File: src/hw/rtl/nfmc_pkg.sv
package nfmc_pkg;

  // configuration register indexes
  localparam logic [2:0] CFG_SEED      = 3'd0;
  localparam logic [2:0] CFG_GAIN      = 3'd1;
  localparam logic [2:0] CFG_COEF_ONE  = 3'd2;
  localparam logic [2:0] CFG_COEF_TWO  = 3'd3;
  localparam logic [2:0] CFG_PAY_LEN   = 3'd4;

  // configuration reset values
  localparam logic [31:0] SEED_RST     = 32'h0000_0000;
  localparam logic [15:0] GAIN_RST     = 16'hfc82;
  localparam logic [15:0] COEF_ONE_RST = 16'h0978;
  localparam logic [15:0] COEF_TWO_RST = 16'he541;
  localparam logic [31:0] PAY_LEN_RST  = 32'd199028;

  // state seeds and match constants
  localparam logic [31:0] CHAIN_INIT   = 32'h4ea2_1e71;
  localparam logic [31:0] ACC_INIT     = 32'hcc0a_144b;
  localparam logic [15:0] MIXH_INIT    = 16'hf541;
  localparam logic [15:0] MIXL_INIT    = 16'h878d;
  localparam logic [31:0] RSUM_INIT    = 32'ha3bc_64e4;
  localparam logic [15:0] ROT_OFFSET   = 16'd3;
  localparam logic [31:0] MAGIC_HIGH   = 32'h735f_0000;
  localparam logic [31:0] MAGIC_TARGET = 32'h7fff_ffff;
  localparam logic [15:0] LOW_TARGET   = 16'hffff;

  // controller to datapath commands
  typedef struct packed {
    logic accept;
    logic filt_hi;
    logic filt_lo;
    logic mix_a;
    logic mix_b;
  } cmd_t;

  // datapath to controller status
  typedef struct packed {
    logic out_free;
  } status_t;

  // configuration values handed to the datapath
  typedef struct packed {
    logic [31:0] seed;
    logic [15:0] gain;
    logic [15:0] coef_one;
    logic [15:0] coef_two;
    logic [31:0] pay_len;
  } cfg_t;

endpackage

File: src/hw/rtl/nfmc_ctrl.sv
module nfmc_ctrl (
  input  logic              clk,
  input  logic              rst_n,
  input  logic              in_valid,
  output logic              in_ready,
  input  nfmc_pkg::status_t status,
  output nfmc_pkg::cmd_t    cmd
);

  typedef enum logic [2:0] {
    ST_IDLE,
    ST_FILT_HI,
    ST_FILT_LO,
    ST_MIX_A,
    ST_MIX_B
  } state_t;

  state_t state_r;
  state_t state_nxt;

  // command decode
  always_comb begin
    cmd       = '0;
    state_nxt = state_r;
    unique case (state_r)
      ST_IDLE: begin
        cmd.accept = in_valid;
        if (in_valid) begin
          state_nxt = ST_FILT_HI;
        end
      end
      ST_FILT_HI: begin
        cmd.filt_hi = 1'b1;
        state_nxt   = ST_FILT_LO;
      end
      ST_FILT_LO: begin
        cmd.filt_lo = 1'b1;
        state_nxt   = ST_MIX_A;
      end
      ST_MIX_A: begin
        cmd.mix_a = 1'b1;
        state_nxt = ST_MIX_B;
      end
      ST_MIX_B: begin
        // wait here while the previous result is still held
        cmd.mix_b = status.out_free;
        if (status.out_free) begin
          state_nxt = ST_IDLE;
        end
      end
      default: begin
        state_nxt = ST_IDLE;
      end
    endcase
  end

  assign in_ready = (state_r == ST_IDLE);

  // state register
  always_ff @(posedge clk) begin
    if (!rst_n) begin
      state_r <= ST_IDLE;
    end else begin
      state_r <= state_nxt;
    end
  end

endmodule

File: src/hw/rtl/nfmc_dpath.sv
module nfmc_dpath (
  input  logic              clk,
  input  logic              rst_n,
  input  nfmc_pkg::cmd_t    cmd,
  output nfmc_pkg::status_t status,
  input  nfmc_pkg::cfg_t    cfg,
  input  logic [7:0]        in_byte,
  input  logic              in_start,
  input  logic              in_final,
  output logic              out_valid,
  input  logic              out_ready,
  output logic [31:0]       out_checksum,
  output logic              out_match
);

  // item registers
  logic [7:0]  byte_r;
  logic        final_r;
  logic [15:0] hi_r;

  // checksum state
  logic [31:0] chain_r;
  logic [31:0] acc_r;
  logic [15:0] mixh_r;
  logic [15:0] mixl_r;
  logic [31:0] rsum_r;
  logic [15:0] rotb_r;
  logic [15:0] rcnt_r;
  logic [15:0] prev1_r;
  logic [15:0] prev2_r;

  // result register
  logic        out_valid_r;
  logic [31:0] out_data_r;
  logic        out_match_r;

  logic [3:0]  nib;
  logic [15:0] filt_y;
  logic [31:0] mix_t;
  logic [31:0] mix_w;
  logic [15:0] rcnt_nxt;
  logic [4:0]  rot_amt;
  logic [63:0] rot_dbl;
  logic [31:0] acc_nxt;
  logic [15:0] mixh_nxt;
  logic [15:0] mixl_nxt;
  logic [31:0] sel_word;
  logic [31:0] rsum_nxt;
  logic [15:0] low_sum;
  logic [31:0] magic;
  logic        match_nxt;

  function automatic logic [31:0] MAGIC_SUM(input logic [31:0] len);
    MAGIC_SUM = nfmc_pkg::MAGIC_HIGH + len;
  endfunction

  // two-tap filter, only the low 16 bits of each product matter
  always_comb begin
    nib    = cmd.filt_hi ? byte_r[7:4] : byte_r[3:0];
    filt_y = 16'({12'd0, nib} * cfg.gain) + 16'(prev1_r * cfg.coef_one)
           + 16'(prev2_r * cfg.coef_two);
  end

  // first half of the mixing round: rotate and accumulate
  always_comb begin
    mix_t    = chain_r + rsum_r;
    mix_w    = mix_t ^ {mixh_r, mixl_r};
    rcnt_nxt = rcnt_r + 16'd1;
    rot_amt  = 5'(rcnt_nxt + rotb_r);
    rot_dbl  = {mix_w, mix_w} << rot_amt;
    acc_nxt  = rot_dbl[63:32] + acc_r;
  end

  // second half: mix words, select, running sum and the final match test
  always_comb begin
    mixh_nxt  = acc_r[31:16] ^ chain_r[31:16] ^ rsum_r[31:16];
    mixl_nxt  = acc_r[15:0] ^ chain_r[15:0] ^ rsum_r[15:0];
    sel_word  = (chain_r & acc_r) | (~chain_r & {mixh_nxt, mixl_nxt});
    rsum_nxt  = sel_word + rsum_r;
    low_sum   = 16'(acc_r + cfg.pay_len);
    magic     = MAGIC_SUM(cfg.pay_len);
    match_nxt = final_r && (low_sum == nfmc_pkg::LOW_TARGET)
             && ((acc_r ^ magic) == nfmc_pkg::MAGIC_TARGET);
  end

  // item capture and filter stages
  always_ff @(posedge clk) begin
    if (cmd.accept) begin
      byte_r  <= in_byte;
      final_r <= in_final;
    end
    if (cmd.filt_hi) begin
      hi_r <= filt_y;
    end
  end

  // checksum state, reseeded on reset and on a start beat
  always_ff @(posedge clk) begin
    if (!rst_n || (cmd.accept && in_start)) begin
      chain_r <= nfmc_pkg::CHAIN_INIT + (rst_n ? cfg.seed : nfmc_pkg::SEED_RST);
      acc_r   <= nfmc_pkg::ACC_INIT;
      mixh_r  <= nfmc_pkg::MIXH_INIT;
      mixl_r  <= nfmc_pkg::MIXL_INIT;
      rsum_r  <= nfmc_pkg::RSUM_INIT;
      rotb_r  <= (rst_n ? cfg.seed[15:0] : nfmc_pkg::SEED_RST[15:0])
               + nfmc_pkg::ROT_OFFSET;
      rcnt_r  <= '0;
      prev1_r <= '0;
      prev2_r <= '0;
    end else begin
      if (cmd.filt_hi || cmd.filt_lo) begin
        prev2_r <= prev1_r;
        prev1_r <= filt_y;
      end
      if (cmd.filt_lo) begin
        chain_r <= chain_r + {hi_r, filt_y};
      end
      if (cmd.mix_a) begin
        rcnt_r <= rcnt_nxt;
        acc_r  <= acc_nxt;
      end
      if (cmd.mix_b) begin
        mixh_r <= mixh_nxt;
        mixl_r <= mixl_nxt;
        rsum_r <= rsum_nxt;
      end
    end
  end

  // result register
  always_ff @(posedge clk) begin
    if (!rst_n) begin
      out_valid_r <= 1'b0;
    end else if (cmd.mix_b) begin
      out_valid_r <= 1'b1;
    end else if (out_ready) begin
      out_valid_r <= 1'b0;
    end
    if (cmd.mix_b) begin
      out_data_r  <= acc_r;
      out_match_r <= match_nxt;
    end
  end

  assign status.out_free = !out_valid_r || out_ready;
  assign out_valid       = out_valid_r;
  assign out_checksum    = out_data_r;
  assign out_match       = out_match_r;

endmodule

File: src/hw/rtl/nibble_filter_mix_checksum.sv
// nibble_filter_mix_checksum: byte-serial filtered checksum with final match test
// sequencing: the sequencer steps one filter multiply-add per nibble (FILT_HI, FILT_LO)
//   and a mixing round (MIX_A, MIX_B); the result is registered after MIX_B, which waits
//   while the previous result is still held; a new byte is accepted only in idle
// reset: synchronous active-low rst_n restores the register defaults and seeds
//   all checksum state; no result is pending after reset
module nibble_filter_mix_checksum (
  input  logic        clk,
  input  logic        rst_n,
  input  logic        in_tvalid,
  output logic        in_tready,
  input  logic [7:0]  in_tdata,   // [7:0] data_byte
  input  logic [0:0]  in_tuser,   // [0] start_req
  input  logic        in_tlast,   // final_req
  output logic        out_tvalid,
  input  logic        out_tready,
  output logic [31:0] out_tdata,  // [31:0] checksum
  output logic [0:0]  out_tuser,  // [0] match
  input  logic        cfg_we,
  input  logic [2:0]  cfg_addr,
  input  logic [31:0] cfg_wdata
);

  nfmc_pkg::cfg_t    cfg_r;
  nfmc_pkg::cmd_t    cmd;
  nfmc_pkg::status_t status;

  // configuration registers, unknown indexes are ignored
  always_ff @(posedge clk) begin
    if (!rst_n) begin
      cfg_r.seed     <= nfmc_pkg::SEED_RST;
      cfg_r.gain     <= nfmc_pkg::GAIN_RST;
      cfg_r.coef_one <= nfmc_pkg::COEF_ONE_RST;
      cfg_r.coef_two <= nfmc_pkg::COEF_TWO_RST;
      cfg_r.pay_len  <= nfmc_pkg::PAY_LEN_RST;
    end else if (cfg_we) begin
      unique case (cfg_addr)
        nfmc_pkg::CFG_SEED:     cfg_r.seed     <= cfg_wdata;
        nfmc_pkg::CFG_GAIN:     cfg_r.gain     <= cfg_wdata[15:0];
        nfmc_pkg::CFG_COEF_ONE: cfg_r.coef_one <= cfg_wdata[15:0];
        nfmc_pkg::CFG_COEF_TWO: cfg_r.coef_two <= cfg_wdata[15:0];
        nfmc_pkg::CFG_PAY_LEN:  cfg_r.pay_len  <= cfg_wdata;
        default: begin
        end
      endcase
    end
  end

  nfmc_ctrl u_ctrl (
    .clk      (clk),
    .rst_n    (rst_n),
    .in_valid (in_tvalid),
    .in_ready (in_tready),
    .status   (status),
    .cmd      (cmd)
  );

  nfmc_dpath u_dpath (
    .clk          (clk),
    .rst_n        (rst_n),
    .cmd          (cmd),
    .status       (status),
    .cfg          (cfg_r),
    .in_byte      (in_tdata),
    .in_start     (in_tuser[0]),
    .in_final     (in_tlast),
    .out_valid    (out_tvalid),
    .out_ready    (out_tready),
    .out_checksum (out_tdata),
    .out_match    (out_tuser[0])
  );

endmodule
File: config.mk
export PLATFORM = sky130hd
export DESIGN_NAME = nibble_filter_mix_checksum
export DESIGN_NICKNAME = d
export VERILOG_FILES = /design/src/hw/rtl/nfmc_pkg.sv /design/src/hw/rtl/nfmc_ctrl.sv /design/src/hw/rtl/nfmc_dpath.sv /design/src/hw/rtl/nibble_filter_mix_checksum.sv
export SDC_FILE = /design/constraint.sdc
export NUM_CORES = 2
export LEC_CHECK = 0
export BUFFER_PORTS_ARGS = -buffer_cell sky130_fd_sc_hd__buf_4
export CAP_MARGIN = 20
export CELL_PAD_IN_SITES_DETAIL_PLACEMENT = 0
export CELL_PAD_IN_SITES_GLOBAL_PLACEMENT = 1
export CORE_AREA = 2 2 304 456
export CTS_BUF_LIST = sky130_fd_sc_hd__clkbuf_2
export DETAILED_ROUTE_END_ITERATION = 12
export DIE_AREA = 0 0 306 458
export PLACE_DENSITY_LB_ADDON = 0.1
export SETUP_SLACK_MARGIN = 0.05
export SLEW_MARGIN = 15
export SYNTH_ARGS = -nofsm -noshare
export SYNTH_HDL_FRONTEND = slang
export SYNTH_HIERARCHICAL = 1
export SYNTH_SLANG_ARGS = --single-unit
File: constraint.sdc
create_clock -name clk -period 19.4 [get_ports clk]
set_clock_uncertainty 0.05 [all_clocks]
set_input_delay 1.94 -clock clk [delete_from_list [all_inputs] [get_ports clk]]
set_output_delay 1.94 -clock clk [all_outputs]
set_load 0.03 [all_outputs]
==> metrics.txt <==
Setup Viol. Count Final 0; Crit Path Category register to register; Sum Neg Setup Slack 0 ns; Most common cell on crit path fa_1; cell area after layout around 0.038 mm2; number of global-route vias before repair 28800; Core ar. between 0.1 and 0.15 mm2; final wirelength 142000 um; Hold Vio Cnt, Final 0; hold buffers post-CTS 0; first-pass GRT wire length 204000 um; worst reg2reg path startpoint u_ctrl/state_r[0]$_SDFFE_PN0P_; post-detail-place hpwl 115000 um; Synth Register Bits 344; Hold Crit Class register to register; element type at the critical path end register; most common cell in the netlist nand2_1; Iter 0 DRT Violations approximately 1300; top cells by count, synth nand2_1, inv_1, xnor2_1, dfxtp_1, ha_1; EDFF count, synth between 90 and 100; grt total ovfl 0; post-DR wirelength/cell 24.4 um; Worst-path clk slew ~0.10 ns; Async S/R FF share, synth 0%; drt pass-1 iters 5; Area Overhead vs Synth 11.2%; P_leak between 15 and 20 nW; syn avg cell area 8.76 um2; FMAX between 0.09 and 0.1 GHz; startpoint types register; top cell type's share of synthesized area roughly 15%; worst slew pin tran 1.08 ns; CTS tree done; Clock H-tree levels 3; register area share after synthesis between 20% and 30%; initial antenna violation count 6; Die Ht 458 um; Die Area 0.140 mm2; max-cap violation count 0; share of cells above drive strength 1 between 10% and 20%; CTS Buf Count 100; Clock Path Buffers 3; nets@finish between 4000 and 5000; GRT Resource Usage Total around a fifth; Starting Density roughly a quarter; Mapped Area roughly 0.034 mm2; num rows 166; Gate Count Post-Synth a little under 4000; largest net degree at the start of global routing just over 90; RSZ-0062 raised after global routing false; Max VDD drop roughly 240 uV; PortBufs 84; power per cell area ~160 mW/mm2; worst stage delay on the critical path ~0.58 ns; maximum fanout along the worst path 22; synth warn 6; Critical Path Start u_ctrl/state_r[0]$_SDFFE_PN0P_; PostCTS Resize Cnt 0; slowest stage cell, crit path fa_1; dominant cells by area after synthesis dfxtp_1, fa_1, ha_1, edfxtp_1, xnor2_1; crit path DAT roughly 12 ns; Die Wd ~310 um; hold_sp cfg_r[13]$_SDFFE_PN0P_; Max-slew headroom 28.2%; synth unique cells just under 100; Top FF cell, synth dfxtp_1; DRT antenna net count 0; Worst EP required slightly above 20 ns; Sink Count roughly 340; root buffer cell clkbuf_2; fin. max-slew vios 0; Top Ports 85; Post-DP Area 0.0367 mm2; vias per cell 4.67; gpl congestion between 0.8 and 0.9; status completed; Synth area leader dfxtp_1; DRC 0; worst skew pair latency between 1 and 1.5 ns; # Post-CTS Setup Buffers 0; Synthesized Nets ~4400; min Tclk post-route 10.61 ns; part of the cycle the worst path needs roughly 55%; Vias 27100
[sequential cells by signal (all words and copies together) (netlist names), 3 cells and up]
name / flops
u_dpath/rotb_r: 5
u_dpath/hi_r: 16
u_dpath/byte_r: 8
u_dpath/rsum_r: 32
u_dpath/out_checksum: 32
u_dpath/prev1_r: 16
u_dpath/mixl_r: 16
u_dpath/rcnt_r: 5
u_ctrl/state_r: 3
u_dpath/prev2_r: 16
cfg_r: 112
u_dpath/chain_r: 32
u_dpath/acc_r: 32
u_dpath/mixh_r: 16
[logic make-up after synthesis]
group / after synthesis / share of synthesized area (%)
simple gates: 1244 / 17.6
compound gates: 627 / 12.3
buf+inv: 536 / 6.16
fa+ha+maj: 482 / 23.2
xor+xnor: 377 / 9.78
flops: 344 / 23.2
mux: 254 / 7.91
[path summary, 6_finish.rpt]
check             slack, ns  depth (start not counted)                       endpoint
setup reg to reg       8.79                         37  u_dpath/chain_r[29]$_DFFE_PP_
hold / removal         0.42                          2         cfg_r[13]$_SDFFE_PN0P_
hold reg to reg        0.42                          2         cfg_r[13]$_SDFFE_PN0P_
setup / recovery       8.79                         37  u_dpath/chain_r[29]$_DFFE_PP_
[layout make-up]
class                           instances  area, um2
Fill cell                           14800      98400
Multi-Input combinational cell       2984      24000
Sequential cell                       344       7840
Tap cell                             1764       2210
Inverter                              366       1380
Timing Repair Buffer                  164       1250
Clock buffer                          136        681
Clock inverter                         44        254
Antenna cell                           10       25.0
[critical path: cells and delay by family (launching register included)]
kind / cells / cell delay [ns]
muxes: 1 / 0.50
buffers and inverters: 6 / 0.59
AOI/OAI and AO/OA: 16 / 3.30
DFF: 1 / 0.51
and+or+nand+nor: 3 / 0.45
xor gates and xnor gates: 1 / 0.32
adders and majority gates: 10 / 4.51
[cells in the final DEF, fill, tap and decap left out, types with 72 or more instances in the layout]
cell type    n
xnor2_1    258
edfxtp_1    95
fa_1       239
mux2i_1    212
dfxtp_1    249
nor2_1     168
inv_1      363
buf_4      162
and2_1     155
xor2_1     112
clkbuf_2   136
a21oi_1    168
ha_1       242
o21ai_0    132
a21o_1      72
nand2_1    562
[metal layers]
metal	vias up	routed length (um)	global-route usage, %
li1	13200	-	-
met1	13400	50600	20.2
met2	348	82700	42.0
met3	156	2690	1.68
met4	2	5790	8.60
met5	-	20	0
[power by group]
part	switching, mW	internal (mW)	leakage [nW]
clock	0.387	0.224	0.692
combinational	2.61	1.77	12.4
sequential	0.134	0.882	2.88
total	3.13	2.88	16.0
[metrics by stage]
| stage | worst slack [ns] | std cells | hold WS, ns | utilization [%] | total power, mW |
|---|---|---|---|---|---|
| 4_1_cts | 8.74 | 5802 | 0.424 | 27.6 | 6.17 |
| 6_report | 8.79 | 5812 | 0.422 | 27.7 | 6.01 |
| 2_1_floorplan | 8.65 | 3864 | 0.356 | - | 4.09 |
| 3_3_place_gp | 8.94 | 5622 | 0.398 | 27.0 | 5.52 |
| 3_5_place_dp | 8.85 | 5622 | 0.408 | 27.0 | 5.50 |
| 5_1_grt | 8.03 | 5805 | 0.443 | 27.7 | 6.59 |
Note: power is estimated with default switching activity, not from simulation.
